File: src/rtl/b64le_pkg.sv
// Shared types, constants and the symbol table of the line-wrapped base64 encoder.
package b64le_pkg;

  localparam logic [7:0] NewlineChar = 8'd10;
  localparam logic [7:0] PadChar     = 8'd61;
  localparam logic [3:0] LineGroupsMax = 4'd15;
  localparam logic [2:0] NewlinePos  = 3'd4;
  localparam logic [2:0] LastSymPos  = 3'd3;

  typedef struct packed {
    logic [7:0] data_byte;
    logic       final_byte;
  } in_req_t;

  typedef struct packed {
    logic [7:0] text_char;
    logic       text_last;
  } out_req_t;

  typedef struct packed {
    logic [23:0] bits;
    logic [1:0]  pads;
    logic        newline;
    logic        last;
  } grp_t;

  function automatic logic [7:0] b64_sym(input logic [5:0] v);
    logic [7:0] c;
    if (v < 6'd26) begin
      c = 8'd65 + {2'b00, v};
    end else if (v < 6'd52) begin
      c = 8'd97 + {2'b00, v} - 8'd26;
    end else if (v < 6'd62) begin
      c = 8'd48 + {2'b00, v} - 8'd52;
    end else if (v == 6'd62) begin
      c = 8'd43;
    end else begin
      c = 8'd47;
    end
    return c;
  endfunction

endpackage

File: src/rtl/b64le_front.sv
// Front part: collects bytes into groups and tracks line position.
module b64le_front (
  input  logic                clk_i,
  input  logic                rst_ni,
  input  b64le_pkg::in_req_t  in_req_i,
  input  logic                in_valid_i,
  output logic                in_stall_o,
  input  logic                q_full_i,
  output logic                q_push_o,
  output b64le_pkg::grp_t     q_data_o
);

  logic [15:0] held_q, held_d;
  logic [1:0]  phase_q, phase_d;
  logic [3:0]  line_q, line_d;
  logic        accept;
  logic        complete;
  b64le_pkg::grp_t grp;

  assign in_stall_o = q_full_i;
  assign accept     = in_valid_i && !q_full_i;

  always_comb begin
    held_d   = held_q;
    phase_d  = phase_q;
    line_d   = line_q;
    complete = 1'b0;
    grp      = '0;
    case (phase_q)
      2'd0: begin
        if (in_req_i.final_byte) begin
          complete = 1'b1;
          grp.bits = {in_req_i.data_byte, 16'h0000};
          grp.pads = 2'd2;
        end else begin
          held_d  = {in_req_i.data_byte, 8'h00};
          phase_d = 2'd1;
        end
      end
      2'd1: begin
        if (in_req_i.final_byte) begin
          complete = 1'b1;
          grp.bits = {held_q[15:8], in_req_i.data_byte, 8'h00};
          grp.pads = 2'd1;
        end else begin
          held_d  = {held_q[15:8], in_req_i.data_byte};
          phase_d = 2'd2;
        end
      end
      default: begin
        complete = 1'b1;
        grp.bits = {held_q, in_req_i.data_byte};
        grp.pads = 2'd0;
      end
    endcase
    if (complete) begin
      held_d  = '0;
      phase_d = 2'd0;
      if (in_req_i.final_byte) begin
        grp.newline = 1'b1;
        grp.last    = 1'b1;
        line_d      = '0;
      end else if (line_q == b64le_pkg::LineGroupsMax) begin
        grp.newline = 1'b1;
        line_d      = '0;
      end else begin
        line_d = line_q + 4'd1;
      end
    end
  end

  assign q_push_o = accept && complete;
  assign q_data_o = grp;

  always_ff @(posedge clk_i or negedge rst_ni) begin
    if (!rst_ni) begin
      held_q  <= '0;
      phase_q <= '0;
      line_q  <= '0;
    end else if (accept) begin
      held_q  <= held_d;
      phase_q <= phase_d;
      line_q  <= line_d;
    end
  end

  a_phase_range: assert property (@(posedge clk_i) disable iff (!rst_ni)
    phase_q != 2'd3)
    else $error("group phase out of range");

  a_push_resets_phase: assert property (@(posedge clk_i) disable iff (!rst_ni)
    q_push_o |=> phase_q == 2'd0 && held_q == 16'h0000)
    else $error("phase not cleared after group");

endmodule

File: src/rtl/b64le_fifo.sv
// Short queue of group requests between front and back.
module b64le_fifo #(
  parameter int unsigned Depth = 2
) (
  input  logic             clk_i,
  input  logic             rst_ni,
  input  logic             push_i,
  input  b64le_pkg::grp_t  push_data_i,
  output logic             full_o,
  input  logic             pop_i,
  output b64le_pkg::grp_t  head_o,
  output logic             valid_o
);

  localparam int unsigned PtrW = (Depth > 1) ? $clog2(Depth) : 1;
  localparam int unsigned CntW = $clog2(Depth + 1);
  localparam logic [PtrW-1:0] PtrMax = PtrW'(Depth - 1);
  localparam logic [CntW-1:0] CntFull = CntW'(Depth);

  b64le_pkg::grp_t mem_q [Depth];
  logic [PtrW-1:0] wr_q, rd_q;
  logic [CntW-1:0] cnt_q;
  logic            do_push, do_pop;

  assign full_o  = cnt_q == CntFull;
  assign valid_o = cnt_q != '0;
  assign head_o  = mem_q[rd_q];
  assign do_push = push_i && !full_o;
  assign do_pop  = pop_i && valid_o;

  always_ff @(posedge clk_i) begin
    if (do_push) begin
      mem_q[wr_q] <= push_data_i;
    end
  end

  always_ff @(posedge clk_i or negedge rst_ni) begin
    if (!rst_ni) begin
      wr_q  <= '0;
      rd_q  <= '0;
      cnt_q <= '0;
    end else begin
      if (do_push) begin
        wr_q <= (wr_q == PtrMax) ? '0 : wr_q + PtrW'(1);
      end
      if (do_pop) begin
        rd_q <= (rd_q == PtrMax) ? '0 : rd_q + PtrW'(1);
      end
      if (do_push && !do_pop) begin
        cnt_q <= cnt_q + CntW'(1);
      end else if (do_pop && !do_push) begin
        cnt_q <= cnt_q - CntW'(1);
      end
    end
  end

  a_cnt_bound: assert property (@(posedge clk_i) disable iff (!rst_ni)
    cnt_q <= CntFull)
    else $error("queue count overflow");

  a_no_drop: assert property (@(posedge clk_i) disable iff (!rst_ni)
    push_i |-> !full_o)
    else $error("request pushed into full queue");

endmodule

File: src/rtl/b64le_back.sv
// Back part: turns each group request into characters, one per cycle while the output is not stalled.
module b64le_back (
  input  logic                clk_i,
  input  logic                rst_ni,
  input  b64le_pkg::grp_t     head_i,
  input  logic                head_valid_i,
  output logic                pop_o,
  output b64le_pkg::out_req_t out_req_o,
  output logic                out_valid_o,
  input  logic                out_stall_i
);

  b64le_pkg::grp_t     cmd_q, cur;
  b64le_pkg::out_req_t out_q, chr;
  logic                out_valid_q, busy_q;
  logic [2:0]          pos_q, p, pad_sum;
  logic [5:0]          six;
  logic                go, at_end;

  assign cur     = busy_q ? cmd_q : head_i;
  assign p       = busy_q ? pos_q : 3'd0;
  assign pad_sum = p + {1'b0, cur.pads};
  assign at_end  = p == (cur.newline ? b64le_pkg::NewlinePos : b64le_pkg::LastSymPos);

  always_comb begin
    case (p[1:0])
      2'd0:    six = cur.bits[23:18];
      2'd1:    six = cur.bits[17:12];
      2'd2:    six = cur.bits[11:6];
      default: six = cur.bits[5:0];
    endcase
    chr.text_last = 1'b0;
    if (p == b64le_pkg::NewlinePos) begin
      chr.text_char = b64le_pkg::NewlineChar;
      chr.text_last = cur.last;
    end else if (pad_sum >= 3'd4) begin
      chr.text_char = b64le_pkg::PadChar;
    end else begin
      chr.text_char = b64le_pkg::b64_sym(six);
    end
  end

  assign go    = (!out_valid_q || !out_stall_i) && (busy_q || head_valid_i);
  assign pop_o = go && !busy_q;

  always_ff @(posedge clk_i) begin
    if (go) begin
      out_q <= chr;
    end
    if (pop_o) begin
      cmd_q <= head_i;
    end
  end

  always_ff @(posedge clk_i or negedge rst_ni) begin
    if (!rst_ni) begin
      out_valid_q <= 1'b0;
      busy_q      <= 1'b0;
      pos_q       <= '0;
    end else if (go) begin
      out_valid_q <= 1'b1;
      busy_q      <= !at_end;
      pos_q       <= at_end ? 3'd0 : p + 3'd1;
    end else if (!out_stall_i) begin
      out_valid_q <= 1'b0;
    end
  end

  assign out_req_o   = out_q;
  assign out_valid_o = out_valid_q;

  a_last_is_newline: assert property (@(posedge clk_i) disable iff (!rst_ni)
    out_valid_q && out_q.text_last |-> out_q.text_char == b64le_pkg::NewlineChar)
    else $error("last mark on a non-newline character");

  a_pos_range: assert property (@(posedge clk_i) disable iff (!rst_ni)
    busy_q |-> pos_q != 3'd0 && pos_q <= b64le_pkg::NewlinePos)
    else $error("character position out of range");

endmodule

File: src/rtl/base64_line_wrapped_encoder_unit.sv
// Top level of the base64 encoder with 64-column line wrapping.
// Bytes enter one per cycle unless the queue is full; every third byte (or a final byte)
// forms a group request that waits in a short queue, and the serialiser emits one
// character per cycle while the output is not stalled: four characters per group plus
// a newline after every 16 groups and after the final group, whose newline alone
// carries text_last. Sustained throughput is set by the single-character output
// register; input stalls only while the queue is full.
module base64_line_wrapped_encoder_unit #(
  parameter int unsigned QueueDepth = 2
) (
  input  logic                clk_i,
  input  logic                rst_ni,
  input  b64le_pkg::in_req_t  in_req_i,
  input  logic                in_valid_i,
  output logic                in_stall_o,
  output b64le_pkg::out_req_t out_req_o,
  output logic                out_valid_o,
  input  logic                out_stall_i
);

  logic            q_push, q_full, q_pop, q_valid;
  b64le_pkg::grp_t q_wdata, q_head;

  b64le_front u_front (
    .clk_i      (clk_i),
    .rst_ni     (rst_ni),
    .in_req_i   (in_req_i),
    .in_valid_i (in_valid_i),
    .in_stall_o (in_stall_o),
    .q_full_i   (q_full),
    .q_push_o   (q_push),
    .q_data_o   (q_wdata)
  );

  b64le_fifo #(
    .Depth (QueueDepth)
  ) u_fifo (
    .clk_i       (clk_i),
    .rst_ni      (rst_ni),
    .push_i      (q_push),
    .push_data_i (q_wdata),
    .full_o      (q_full),
    .pop_i       (q_pop),
    .head_o      (q_head),
    .valid_o     (q_valid)
  );

  b64le_back u_back (
    .clk_i        (clk_i),
    .rst_ni       (rst_ni),
    .head_i       (q_head),
    .head_valid_i (q_valid),
    .pop_o        (q_pop),
    .out_req_o    (out_req_o),
    .out_valid_o  (out_valid_o),
    .out_stall_i  (out_stall_i)
  );

endmodule

File: config.mk
export PLATFORM = sky130hd
export DESIGN_NAME = base64_line_wrapped_encoder_unit
export DESIGN_NICKNAME = d
export VERILOG_FILES = /design/src/rtl/b64le_pkg.sv /design/src/rtl/b64le_front.sv /design/src/rtl/b64le_fifo.sv /design/src/rtl/b64le_back.sv /design/src/rtl/base64_line_wrapped_encoder_unit.sv
export SDC_FILE = /design/constraint.sdc
export NUM_CORES = 1
export LEC_CHECK = 0
export BUFFER_PORTS_ARGS = -buffer_cell sky130_fd_sc_hd__buf_2
export CAP_MARGIN = 25
export CORE_ASPECT_RATIO = 1.75
export CORE_UTILIZATION = 35
export DETAILED_ROUTE_END_ITERATION = 16
export GPL_ROUTABILITY_DRIVEN = 0
export PLACE_DENSITY = 0.59
export RECOVER_POWER = 25
export SLEW_MARGIN = 20
export SYNTH_ARGS = -nofsm -noshare
export SYNTH_HDL_FRONTEND = slang
export SYNTH_HIERARCHICAL = 1
export SYNTH_SLANG_ARGS = --single-unit
export TNS_END_PERCENT = 100
File: constraint.sdc
create_clock -name clk_i -period 3.69 [get_ports clk_i]
set_input_delay 0.738 -clock clk_i [delete_from_list [all_inputs] [get_ports clk_i]]
set_output_delay 0.738 -clock clk_i [all_outputs]
set_load 0.02 [all_outputs]
==> impl_results.md <==
- Max-slew violation count: 32
- Number of nets still failing antenna checks after routing: 0
- Number of global-route vias before repair: 3426
- RSZ-0062 raised after global routing: false
- Cell at the root of the clock tree: clkbuf_16
- Clock edge transition at the registers on the reported setup and hold paths: 60 ps
- Post-layout minimum cycle time: 3280 ps
- Net count of the mapped netlist: 427
- Netlist cell types: 63
- Per-cell routed wire length: 16.3 um
- Sum of negative setup slack: 0 ps
- Pwr dens: 935 nW/um^2
- Setup violators final: 0
- Floorplan die area: 16800 sq um
- End point of the critical path: u_back/out_req_o[3]
- Total routing resource utilization after global routing: 13.2%
- CP Class: flop to flop
- Most common library cell in the layout ignoring fill and taps: edfxtp_1
- Launching element type of the critical path: flop
- Number of buffers created by CTS: 17
- Sequential share of the synthesized area: 62.8%
- Cell type with the largest total area after synthesis: edfxtp_1
- Worst flop-to-flop path startpoint: u_back/busy_q
- Flop-to-flop setup slack: 420 ps
- Mapped Cells: 406
- Largest vdd supply drop: 0.428 mV
- Synth-to-layout area growth: 15.0%
- Reported max-cap violation count: 1
- EDFF count, synth: 93
- Max H-tree Level: 4
- Placed wire-length estimate: 7.39 mm
- Length of the first detailed-routing pass in iterations: 6
- Vias after detailed routing: 3380
- Global-route wire length before repair: 17.0 mm
- Clock tree from TritonCTS: done
- Die extent in x: 98.3 um
- Final routed DRC violation total: 0
- Fraction of registers with async set/reset: 25.0%
- Transition time at the pin with the least slew margin: 1760 ps
- Clock buffer depth: 2
- Clock insertion delay at the later pin of the skew report: 410 ps
- Relative slew slack: -17.1%
- Critical-path maximum fanout: 12
- Reg-to-reg critical path endpoint: u_back/out_req_o[3]
- Startpoint of the worst setup timing path: u_back/busy_q
- Vertical die dimension: 171 um
- Number of placed I/O pins: 24
- Number of buffers added on ports: 23
- Result of the run: complete, but fails checks
- Placeable core area: 15900 sq um
- Arrival time of data at the critical path endpoint: 3420 ps
- CTS Hold Buffers Added: 0
- Antenna violations before repair: 0
- Hold violation count in the final report: 0
- Vias per Instance: 5.31
- Leakage dissipation: 2.46 nW
- Violations in the final reports: capacitance limit, slew limit
- Worst Hold Class: flop to flop
- Endpoint kind of the worst setup timing path: flop
- Total wirelength of the detailed-routed design: 10.4 mm
- Main synth FF type: edfxtp_1
- Top achievable clock speed: 0.305 GHz
- Commonest cells after routing, fill and taps aside: edfxtp_1, nand2_1, dfrtp_1
- Post-synth design cell area: 5680 sq um
- Maximum number of pins on one net before global-route repair: 32
- Average footprint of a synthesized cell: 14.0 sq um
- Share of layout cells above drive strength 1: 22.8%
- Worst clock skew: 5.88 ps
- FP Rows: 61
- Portion of the clock cycle consumed by the worst path in the final layout: 88.8%
- Total chip power: 6.11 mW
- Violation count after the first detailed-routing iteration: 128
- Number of post-CTS setup repair buffers: 0
- Worst-case reg-to-reg path depth: 11
- Overflow left after global routing: 0
- Number of synthesized register bits: 124
- Required time at the worst-slack endpoint: 3830 ps
- Dominant cells by area after synthesis: edfxtp_1, dfrtp_1, a22o_1
- Fraction of post-synthesis cell area in the top cell type by area: 49.1%
- Warning count from the yosys run: 6
- Initial standard-cell utilization of the core: 35.8%
- Diodes inserted: 0
- Post_cts resized: 0
- Num Clock Sinks: 124
- Number of nets in the finished design: 455
[worst max-delay path, cell delays in order, from the launching register on]
cell and delay [ps]:
dfrtp_1 600, and2_1 250, ha_1 340, a211o_1 180, o21ai_0 70, a41o_1 350
ha_1 320, a221oi_1 220, nand4_1 150, a311o_1 340, o221ai_1 70, a31oi_1 100
[cells in the mapped netlist (3+ instances only)]
cell type,n
nand2_1,33
mux2_4,10
nor3_1,6
a41oi_1,4
and2_1,15
xor2_1,4
xnor2_1,6
nor2_1,15
ha_1,8
buf_4,4
edfxtp_1,93
nand2b_1,3
a31oi_1,5
o21ai_0,20
nand3_1,6
nand4_1,5
a21oi_1,4
mux2_2,18
buf_6,4
a22oi_1,8
inv_1,9
a41o_1,4
a22o_1,26
a21o_1,4
buf_2,6
clkbuf_1,7
dfrtp_1,31
[cell families (layout without fill, tap and decap cells)]
kind of cell | count (synthesis) | in the layout | synth area share (%)
DFF | 124 | 124 | 62.8
and+or+nand+nor | 99 | 99 | 9.29
AOI/OAI and AO/OA | 95 | 95 | 12.8
buffers and inverters | 35 | 76 | 3.52
muxes | 34 | 34 | 8.15
xor gates and xnor gates | 10 | 10 | 1.54
adders and majority gates | 9 | 9 | 1.94
[state kept, by name, indices dropped and copies added, names as in the netlist]
register,cells
u_fifo/rd_q,1
u_back/out_req_o,9
u_back/busy_q,1
u_fifo/cnt_q,2
u_back/cmd_q,28
u_front/phase_q,2
u_front/held_q,16
u_fifo/mem_q,56
u_front/line_q,4
u_back/out_valid_o,1
u_fifo/wr_q,1
u_back/pos_q,3
[metrics by stage]
stage	util [%]	setup WS (ps)	hold WS, ps	area [sq um]	instances
2_1_floorplan	-	438	442	5680	406
3_3_place_gp	37.5	486	475	5960	604
3_5_place_dp	37.5	456	488	5960	604
4_1_cts	41.3	429	410	6560	636
5_1_grt	41.2	183	515	6540	636
6_report	41.2	415	489	6540	636
[how the worst min path moves through the flow]
stage                     slack [ps]       startpoint                end  cells after the start
after global routing             510  u_fifo/cnt_q[1]    u_fifo/cnt_q[1]                      1
after detailed placement         490  u_fifo/cnt_q[1]    u_fifo/cnt_q[1]                      1
after floorplan                  440           rst_ni      u_back/busy_q                      0
after global placement           470  u_fifo/cnt_q[1]    u_fifo/cnt_q[1]                      1
after CTS                        410           rst_ni  u_front/line_q[2]                      1
final                            490  u_fifo/cnt_q[1]    u_fifo/cnt_q[1]                      1
[report_power, final]
group	internal, mW	switching, mW	total [mW]
sequential	1.97	0.189	2.16
clock	1.07	0.605	1.67
combinational	0.917	1.36	2.27
[per-layer routing]
layer | vias up | track usage (%) | routed length (um)
met5 | - | 0 | 0
met4 | 0 | 8.11 | 276
met3 | 27 | 2.66 | 302
met2 | 85 | 25.1 | 5760
met1 | 1657 | 13.0 | 4030
li1 | 1611 | - | -
[cell type report]
type                            instances  area (sq um)
Fill cell                            1459          9340
Clock inverter                         13           166
Sequential cell                       124          3570
Inverter                               12          50.0
Timing Repair Buffer                   32           173
Tap cell                              189           236
Multi-Input combinational cell        247          1910
Clock buffer                           19           433
No activity file was read; power rests on OpenSTA's default activity.
